## src/sv/kct_pkg.sv

```systemverilog
// Shared types and codes for the keyed count table.
`default_nettype none
package kct_pkg;

    typedef enum logic [1:0] {
        CMD_CLEAR = 2'd0,
        CMD_ADD   = 2'd1,
        CMD_COUNT = 2'd2,
        CMD_TAKE  = 2'd3
    } t_cmd;

    typedef enum logic [1:0] {
        S_IDLE,
        S_MATCH,
        S_UPDATE
    } t_state;

    localparam int KEY_BITS   = 8;
    localparam int VALUE_BITS = 16;

    // broadcast from the controller to every cell
    typedef struct packed {
        logic                match;
        logic                shift;
        logic                update;
        logic [KEY_BITS-1:0] key;
    } t_cell_ctrl;

endpackage
`default_nettype wire

```

## src/sv/kct_cell.sv

```systemverilog
// One table entry: key, count, registered match and neighbour shift path.
`default_nettype none
module kct_cell
    import kct_pkg::*;
#(
    parameter int COUNT_BITS = 16
) (
    input  wire logic                  i_clk,
    input  wire logic                  i_rst_n,
    input  wire t_cell_ctrl            i_ctrl,
    input  wire logic                  i_valid,
    input  wire logic [KEY_BITS-1:0]   i_prev_key,
    input  wire logic [COUNT_BITS-1:0] i_prev_count,
    input  wire logic [COUNT_BITS-1:0] i_new_count,
    output logic      [KEY_BITS-1:0]   o_key,
    output logic      [COUNT_BITS-1:0] o_count,
    output logic                       o_hit
);

    logic [KEY_BITS-1:0]   r_key;
    logic [COUNT_BITS-1:0] r_count;
    logic                  r_hit;

    always_ff @(posedge i_clk) begin
        if (!i_rst_n) begin
            r_hit <= 1'b0;
        end else if (i_ctrl.match) begin
            r_hit <= i_valid && (r_key == i_ctrl.key);
        end
    end

    // append moves every entry one cell up; an update touches only the hit cell
    always_ff @(posedge i_clk) begin
        if (i_ctrl.shift) begin
            r_key   <= i_prev_key;
            r_count <= i_prev_count;
        end else if (i_ctrl.update && r_hit) begin
            r_count <= i_new_count;
        end
    end

    assign o_key   = r_key;
    assign o_count = r_count;
    assign o_hit   = r_hit;

endmodule
`default_nettype wire

```

## src/sv/keyed_count_table.sv

```systemverilog
// Keyed count table: chain of entry cells with a command controller.
// An accepted item passes the match state, then the update state, which loads the output register.
// The match state takes no new item; the update state waits while the output register is busy.
// The next item is taken in the update cycle while the output register is free.
// Reset (synchronous, active low) empties the table and sets empty_key to 0.
`default_nettype none
module keyed_count_table
    import kct_pkg::*;
#(
    parameter int ENTRIES    = 64,
    parameter int COUNT_BITS = 16
) (
    input  wire logic        i_clk,
    input  wire logic        i_rst_n,
    input  wire logic        i_cfg_we,
    input  wire logic [7:0]  i_cfg_wdata,   // empty_key
    input  wire logic        s_tvalid,
    output logic             s_tready,
    input  wire logic [23:0] s_tdata,       // item_key [7:0], amount [23:8]
    input  wire logic [1:0]  s_tuser,       // command [1:0]
    output logic             m_tvalid,
    input  wire logic        m_tready,
    output logic      [15:0] m_tdata,       // value [15:0]
    output logic      [0:0]  m_tuser        // accepted [0]
);

    localparam int UW = $clog2(ENTRIES + 1);
    localparam int CW = COUNT_BITS;
    localparam int SW = ((CW > VALUE_BITS) ? CW : VALUE_BITS) + 1;
    localparam logic [SW-1:0] CMAX = SW'({CW{1'b1}});
    localparam logic [SW-1:0] VMAX = SW'({VALUE_BITS{1'b1}});

    t_state                r_state, n_state;
    t_cmd                  r_cmd;
    logic [KEY_BITS-1:0]   r_key;
    logic [VALUE_BITS-1:0] r_amt;
    logic [KEY_BITS-1:0]   r_empty_key;
    logic [UW-1:0]         r_used, n_used;
    logic                  r_out_valid;
    logic                  r_out_acc, n_out_acc;
    logic [VALUE_BITS-1:0] r_out_val, n_out_val;

    t_cell_ctrl            w_ctrl;
    logic                  w_accept, w_out_free, w_found, w_append, w_update;
    logic [ENTRIES-1:0]    w_hit;
    logic [KEY_BITS-1:0]   w_key   [ENTRIES];
    logic [CW-1:0]         w_count [ENTRIES];
    logic [CW-1:0]         w_sel_count, w_new_count;
    logic [SW-1:0]         w_have, w_amt, w_sum, w_took;

    assign w_accept   = s_tvalid && s_tready;
    assign w_out_free = !r_out_valid || m_tready;

    always_ff @(posedge i_clk) begin
        if (!i_rst_n) begin
            r_empty_key <= '0;
        end else if (i_cfg_we) begin
            r_empty_key <= i_cfg_wdata;
        end
    end

    always_ff @(posedge i_clk) begin
        if (w_accept) begin
            r_cmd <= t_cmd'(s_tuser);
            r_key <= s_tdata[7:0];
            r_amt <= s_tdata[23:8];
        end
    end

    // next state
    always_comb begin
        n_state = r_state;
        unique case (r_state)
            S_IDLE:   if (w_accept) n_state = S_MATCH;
            S_MATCH:  n_state = S_UPDATE;
            S_UPDATE: if (w_out_free) n_state = w_accept ? S_MATCH : S_IDLE;
            default:  n_state = S_IDLE;
        endcase
    end

    // state outputs
    always_comb begin
        s_tready = 1'b0;
        w_update = 1'b0;
        unique case (r_state)
            S_IDLE:   s_tready = 1'b1;
            S_MATCH:  s_tready = 1'b0;
            S_UPDATE: begin
                s_tready = w_out_free;
                w_update = w_out_free;
            end
            default:  s_tready = 1'b0;
        endcase
    end

    always_ff @(posedge i_clk) begin
        if (!i_rst_n) begin
            r_state <= S_IDLE;
        end else begin
            r_state <= n_state;
        end
    end

    // stored keys are unique, so at most one hit: and-or select
    always_comb begin
        w_sel_count = '0;
        for (int i = 0; i < ENTRIES; i++) begin
            w_sel_count = w_sel_count | ({CW{w_hit[i]}} & w_count[i]);
        end
    end

    assign w_found = |w_hit;
    assign w_have  = SW'(w_sel_count);
    assign w_amt   = SW'(r_amt);
    assign w_sum   = w_have + w_amt;
    assign w_took  = (w_have < w_amt) ? w_have : w_amt;

    always_comb begin
        n_used      = r_used;
        n_out_acc   = 1'b0;
        n_out_val   = '0;
        w_append    = 1'b0;
        w_new_count = w_sel_count;
        unique case (r_cmd)
            CMD_CLEAR: n_used = '0;
            CMD_ADD: begin
                if ((r_key != r_empty_key) && (r_amt != '0)) begin
                    if (w_found) begin
                        w_new_count = (w_sum > CMAX) ? CW'(CMAX) : CW'(w_sum);
                        n_out_acc   = 1'b1;
                    end else if (r_used < UW'(ENTRIES)) begin
                        w_append  = 1'b1;
                        n_used    = r_used + UW'(1);
                        n_out_acc = 1'b1;
                    end
                end
            end
            CMD_COUNT: begin
                n_out_acc = w_found;
                n_out_val = (w_have > VMAX) ? VALUE_BITS'(VMAX) : VALUE_BITS'(w_have);
            end
            CMD_TAKE: begin
                w_new_count = CW'(w_have - w_took);
                n_out_acc   = w_found;
                n_out_val   = (w_took > VMAX) ? VALUE_BITS'(VMAX) : VALUE_BITS'(w_took);
            end
            default: n_used = r_used;
        endcase
    end

    // new entries enter at cell 0: saturated amount is the count of a fresh entry
    logic [CW-1:0] w_fresh_count;
    assign w_fresh_count = (w_amt > CMAX) ? CW'(CMAX) : CW'(w_amt);

    assign w_ctrl.match  = (r_state == S_MATCH);
    assign w_ctrl.shift  = w_update && w_append;
    assign w_ctrl.update = w_update && !w_append;
    assign w_ctrl.key    = r_key;

    for (genvar g = 0; g < ENTRIES; g++) begin : g_cell
        logic [KEY_BITS-1:0] w_prev_key;
        logic [CW-1:0]       w_prev_count;
        if (g == 0) begin : g_head
            assign w_prev_key   = r_key;
            assign w_prev_count = w_fresh_count;
        end else begin : g_link
            assign w_prev_key   = w_key[g-1];
            assign w_prev_count = w_count[g-1];
        end
        kct_cell #(
            .COUNT_BITS(CW)
        ) u_cell (
            .i_clk        (i_clk),
            .i_rst_n      (i_rst_n),
            .i_ctrl       (w_ctrl),
            .i_valid      (UW'(g) < r_used),
            .i_prev_key   (w_prev_key),
            .i_prev_count (w_prev_count),
            .i_new_count  (w_new_count),
            .o_key        (w_key[g]),
            .o_count      (w_count[g]),
            .o_hit        (w_hit[g])
        );
    end

    always_ff @(posedge i_clk) begin
        if (!i_rst_n) begin
            r_used      <= '0;
            r_out_valid <= 1'b0;
        end else if (w_update) begin
            r_used      <= n_used;
            r_out_valid <= 1'b1;
        end else if (m_tready) begin
            r_out_valid <= 1'b0;
        end
    end

    always_ff @(posedge i_clk) begin
        if (w_update) begin
            r_out_acc <= n_out_acc;
            r_out_val <= n_out_val;
        end
    end

    assign m_tvalid   = r_out_valid;
    assign m_tdata    = r_out_val;
    assign m_tuser[0] = r_out_acc;

    a_unique_hit: assert property (@(posedge i_clk) disable iff (!i_rst_n)
        (r_state == S_UPDATE) |-> $onehot0(w_hit))
        else $error("more than one entry matched the key");

    a_used_range: assert property (@(posedge i_clk) disable iff (!i_rst_n)
        r_used <= UW'(ENTRIES))
        else $error("entry count beyond table size");

    a_accept_match: assert property (@(posedge i_clk) disable iff (!i_rst_n)
        w_accept |=> (r_state == S_MATCH))
        else $error("accepted item did not enter match cycle");

    a_update_hold: assert property (@(posedge i_clk) disable iff (!i_rst_n)
        (r_state == S_UPDATE && !w_out_free) |=> (r_state == S_UPDATE))
        else $error("update left while output register busy");

endmodule
`default_nettype wire
```

## config.mk

```make
export PLATFORM = sky130hd
export DESIGN_NAME = keyed_count_table
export DESIGN_NICKNAME = d
export VERILOG_FILES = /design/src/sv/kct_pkg.sv /design/src/sv/kct_cell.sv /design/src/sv/keyed_count_table.sv
export SDC_FILE = /design/constraint.sdc
export NUM_CORES = 2
export LEC_CHECK = 0
export BUFFER_PORTS_ARGS = -buffer_cell sky130_fd_sc_hd__buf_2
export CAP_MARGIN = 10
export CORE_MARGIN = 5
export CORE_UTILIZATION = 50
export DETAILED_ROUTE_END_ITERATION = 6
export PLACE_DENSITY = 0.63
export SLEW_MARGIN = 10
export SYNTH_ARGS = -nofsm -noshare
export SYNTH_HDL_FRONTEND = slang
export SYNTH_HIERARCHICAL = 1
export SYNTH_SLANG_ARGS = --single-unit
```

## constraint.sdc

```tcl
create_clock -name i_clk -period 106.2 [get_ports i_clk]
set_input_delay 26.55 -clock i_clk [delete_from_list [all_inputs] [get_ports i_clk]]
set_output_delay 26.55 -clock i_clk [all_outputs]
set_load 0.05 [all_outputs]
```

* Word level (Yosys, flattened, before mapping)
Index checks and enable logic that the tools add are counted.
Cells by class: eq/ne operators 75, reduce and logical (&&, ||, !) cells 208, bitwise operators 127, mux-type cells 156, order comparisons 70, add/sub/neg operators 3
Operators with widths (count):
- 2-to-1 mux 16 bit | 135
- AND 16 bit | 64
- OR 16 bit | 63
- == test 8 bit | 64
- less-than comparator 6 x 7 -> 1 bit, first input constant | 32
- logical AND 1 bit | 132
- nonzero test 2 bit | 66
- less-than comparator 5 x 7 -> 1 bit, first input constant | 16
- case mux 16 bit (2 select lines) | 2
- OR reduction 64 bit | 1
- less-than comparator 4 x 7 -> 1 bit, first input constant | 8
- > comparator 16 bit, second input constant | 3
- less-than comparator 3 x 7 -> 1 bit, first input constant | 4
- 2-to-1 mux 7 bit | 3
- adder 16 x 16 -> 17 bit | 1
- > comparator 17 x 16 -> 1 bit, second input constant | 1
- less-than comparator 16 bit | 1
- nonzero test 16 bit | 1
- subtractor 16 bit | 1
- less-than comparator 1 x 7 -> 1 bit, first input constant | 2
- less-than comparator 2 x 7 -> 1 bit, first input constant | 2
- case mux 7 bit (2 select lines) | 1
- 2-to-1 mux 1 bit | 10
- != test 2 bit, second input constant | 5
- 14 further kinds | 21
Word-level totals: word-level logic and storage cells 840, output and inout port bits 19, register bits 1661, bits of input ports 39

* Longest topological paths before layout
depth in word-level cells 72, depth in mapped cells 26, mapped depth without buffers 23

* Cells and area by module
The synthesis kept the hierarchy.
Modules (own cells, without submodules):
- kct_cell | cells an instance 58, instances 64, area an instance 1099.8 µm², sequential area each 740.7 µm²
- keyed_count_table | cells an instance 1390, instances 1, area an instance 11257.0 µm², sequential area each 1651.6 µm²

* Worst setup path after synthesis
Ideal clock, no wire load.
path kind input-to-output, start input m_tready, end output s_tready, slack 52161 ps, data required time 79650 ps, arrival 27489 ps, cell stages on the path 2, cells stage by stage inv_1 > a31oi_1
On the way: cells in the longest elaborated chain, start to end 2
RTL lines:
- start, declared | line keyed_count_table.sv:22 | input wire logic m_tready,
- logical OR 1 bit | line keyed_count_table.sv:52 | assign w_out_free = !r_out_valid || m_tready;
- case mux 1 bit (2 select lines) | line keyed_count_table.sv:85 | unique case (r_state)
- end, declared | line keyed_count_table.sv:18 | output logic s_tready,
No other way between the ends.

* Worst setup path after layout
Ends and elaborated chain as after synthesis.

==> flow_results.org <==
** Floorplan
- Pin placement for this block handled 58 I/O pins.
- DIE WIDTH :: 414 microns
- The core region is 0.163 sq mm.
- Die extent in y :: 414 microns
- The initial utilization of the core area, before any placement, comes to 50.2%.
- The floorplan has 148 rows.
- Area of the die :: 0.171 sq mm

** Finish
- Fillers :: 13300
- Compared with the post-synthesis result, the final layout area differs by 8.96%.
- For this run, the number of standard cells in the final layout without fillers is 7522.
- For this run, the share of the core covered by cells in the final layout is 54.7%.
- Final design area excluding fillers :: 0.0890 sq mm
- Share of final-layout standard cells stronger than drive strength 1 :: 32.0%
- At the end of the flow, the number of nets in the layout was 5275.

** Timing
- The final hold violation count was 0.
- Post-route minimum period :: 53.83 ns
- The final number of max-transition violations came to 0.
- Period utilization :: 50.7%
- Setup repair after global routing left no endpoint under its margin.
- Across the routed clock network, the largest skew measured is 0.0380 ns.
- Highest clock frequency the design can meet :: 0.0186 GHz
- Number of setup violations in the final report :: 0
- Final worst hold slack :: 0.454 ns
- Worst max-slew margin expressed relative to the limit :: 6.74%
- Setup slack on the critical path of the routed design comes to 52.37 ns.
- At the pin with the least slew margin, the transition time is 1.40 ns.
- After routing, the total negative slack on setup checks comes to 0 ns.

** Detailed routing
- Via total after detailed routing :: 52800
- The detail route stage leaves a number of antenna-violating nets equal to 0.
- Total wire length :: 294 mm
- Drt pass-1 iters :: 6
- Residual DRC :: 0
- DR vias/cell :: 7.02
- For this block, the initial DRC count from the detailed router was 10000.
- Avg WL per Cell :: 39.1 microns

** Place
- Final HPWL from detailed placement :: 163 mm
- In this run, placement finished with an instance count of 7186.
- Cell area reported after detailed placement :: 0.0834 sq mm
- In this run the tool buffered the top-level ports with 57 buffer cells.
- The congestion estimate from routability-driven global placement came to 0.910.
- Prior to clock tree synthesis, the placed netlist has a worst setup slack of 52.37 ns.

** Flow run
- Number of max-capacitance violations reported :: 0

** Clock network
- The clock tree synthesis step divided the H-tree into 4 levels.
- Number of instances resized during post-cts repair :: 0
- After clock tree synthesis, the flow added hold-fix buffers numbering 0.
- Clock tree synthesis selected as its root buffer the cell clkbuf_16.
- Maximum buffer depth of the clock tree :: 3
- Reg clk slew, reported paths :: 0.06 ns
- At the later pin of the worst-skew pair, clock insertion delay measures 0.85 ns.
- Number of buffers inserted to repair setup after CTS :: 0
- Clock tree synthesis inserted a total of 172 buffers.
- The clock net in this run drives a total of 1661 sinks.
- CTS tree :: yes

** Min path
- Worst-case hold path end point :: g_cell[20].u_cell/o_key[7]
- The worst hold path passes through 0 cells.
- The path class of the tightest hold or removal check is reg -> reg.
- Startpoint of the worst hold path :: g_cell[19].u_cell/o_key[7]

** Power
- IR analysis of the VDD net gives a maximum drop of 0.0193 mV.
- Leak pwr :: 30.0 nW
- Post-layout total power :: 1.40 mW
- Power spread over the standard cell area amounts to 15.7 mW/mm^2.

** Yosys
- Avg Synthesized Cell Area :: 16.0 sq um
- Of all cell types, the one taking the most synthesized area is edfxtp_1.
- By area the synthesized netlist is led by edfxtp_1 (58%), mux2_4 (11%), mux2_2 (6.2%).
- Post-synthesis share of cell area spent on full adders, half adders and majority gates :: 0.800%
- Post-synth top area share :: 58.1%
- Area share of xor/xnor cells in the synthesized design :: 5.88%
- After synthesis, the most frequently instantiated cells are edfxtp_1 (1579), mux2_4 (577), xnor2_1 (536).
- Of the total synthesized cell area, the portion taken by AND, OR, NAND and NOR gates is 3.90%.
- Dominant register cell in the synthesized netlist :: edfxtp_1
- Among all cell types in the netlist, the one instantiated most often is edfxtp_1.
- In this run, synthesis produced a sequential element count of 1661.
- Synth Warn # :: 6
- Number of flops mapped to enable cells by yosys :: 1579
- Summing the areas of all compound-gate instances in the mapped netlist gives 8.68% of the synthesized area.
- Counting distinct cell types in the post-synthesis netlist gives 71.
- Combinational family with the most area after synthesis :: multiplexers
- Synthesized net count :: 5192
- Of the post-synthesis cell area, the part taken by muxes is 16.9%.
- Sequential cells were found to cover 60.1% of the synthesized design area.
- The cell count after synthesis came out at 5102.
- Mapped Area :: 0.0816 sq mm
- Of all flip-flops after synthesis, the portion carrying an async set or reset was 0%.

** Critical path
- STA classifies the critical path endpoint as an output pin.
- Logic depth of the worst register-to-register path :: 24
- The endpoint identified for the worst register-to-register timing path is g_cell[47].u_cell/o_count[12].
- The worst register-to-register path begins at g_cell[12].u_cell/o_hit.
- Setup slack, reg-to-reg :: 98.11 ns
- Data arrives at the worst endpoint at 27.28 ns.
- Critical path required time :: 79.65 ns
- Of all nets on the critical path, the largest fanout is 4.
- Setup crit start kind :: input port
- The worst setup path is of the in -> out kind.

** Global routing
- Global-route wire length before repair :: 396 mm
- Global-route track usage on met2 :: 46.3%
- For this run, global-route usage on met1 was measured as 43.6%.
- Initial antenna violation count :: 13
- GR peak layer :: met2
- Global routing consumed, on the met3 layer, 13.1% of the routing resources.
- Pin count of the biggest net entering global routing :: 186
- GRT overflow :: 0
- The via count of the first global-routing pass was 48800.
- Across every metal layer, demand over resource in global routing totals 33.0%.

** Outcome
- The run finished with clean final reports.
## final cells by class
cell class,instances,area (sq um),area share (%)
antenna,17,42.5,0.0478
clock buffer,227,4780,5.38
clock inverter,92,751,0.844
inverter,104,390,0.439
multi-input combinational,3049,29800,33.5
sequential,1661,49100,55.2
tap,2175,2720,3.06
timing repair buffer,197,1400,1.58
## state kept, by name, summed over array words and instances (netlist names), 2 cells and up
register               cells
g_cell.w_prev_key          8
g_cell.u_cell/o_hit       64
r_amt                     16
r_cmd                      2
m_tdata                   16
g_cell.u_cell/o_count   1024
g_cell.u_cell/o_key      512
r_empty_key                8
r_state                    2
r_used                     7
## power by group
part | internal, mW | switching [mW] | total (mW)
Combinational | 0.0298 | 0.0358 | 0.0657
Clock | 0.343 | 0.263 | 0.606
Sequential | 0.719 | 0.00445 | 0.723
## kinds of logic after synthesis
family | after synthesis
compound gates | 839
xor+xnor | 548
fa+ha+maj | 51
buf+inv | 392
flops | 1661
mux | 1034
simple gates | 577
## worst max-delay path: stages
cell     delay, ns
buf_2         0.08
inv_1         0.04
a31oi_1       0.28
buf_2         0.33
## placed cells by master, fill, tap and decap left out, types with 57 or more instances in the layout
master | netlist | layout
edfxtp_1 | 1579 | 1579
mux2_4 | 577 | 577
xnor2_1 | 536 | 536
mux2_2 | 449 | 449
a22o_1 | 256 | 256
a221oi_1 | 260 | 252
nand4_1 | 204 | 204
clkbuf_16 | 0 | 181
buf_4 | 1 | 136
inv_1 | 102 | 102
nand3_1 | 76 | 75
nor2_1 | 77 | 75
nor3_1 | 72 | 72
a21o_2 | 64 | 64
a31o_2 | 64 | 64
dfxtp_1 | 82 | 57
## worst max-delay path by stage
stage | cells after the start | to | startpoint | slack, ns
4_1_cts | 4 | s_tready | m_tready | 52.37
6_report | 4 | s_tready | m_tready | 52.37
3_3_place_gp | 4 | s_tready | m_tready | 52.39
3_5_place_dp | 4 | s_tready | m_tready | 52.37
2_1_floorplan | 2 | s_tready | m_tready | 52.16
5_1_grt | 4 | s_tready | m_tready | 52.27
## per-layer routing
layer | wire length [microns] | part of all wire (%)
met3 | 45600 | 16
met5 | 152 | 0.052
met4 | 21100 | 7.2
met1 | 107000 | 36
met2 | 120000 | 41
(Power assumes the default switching activity.)
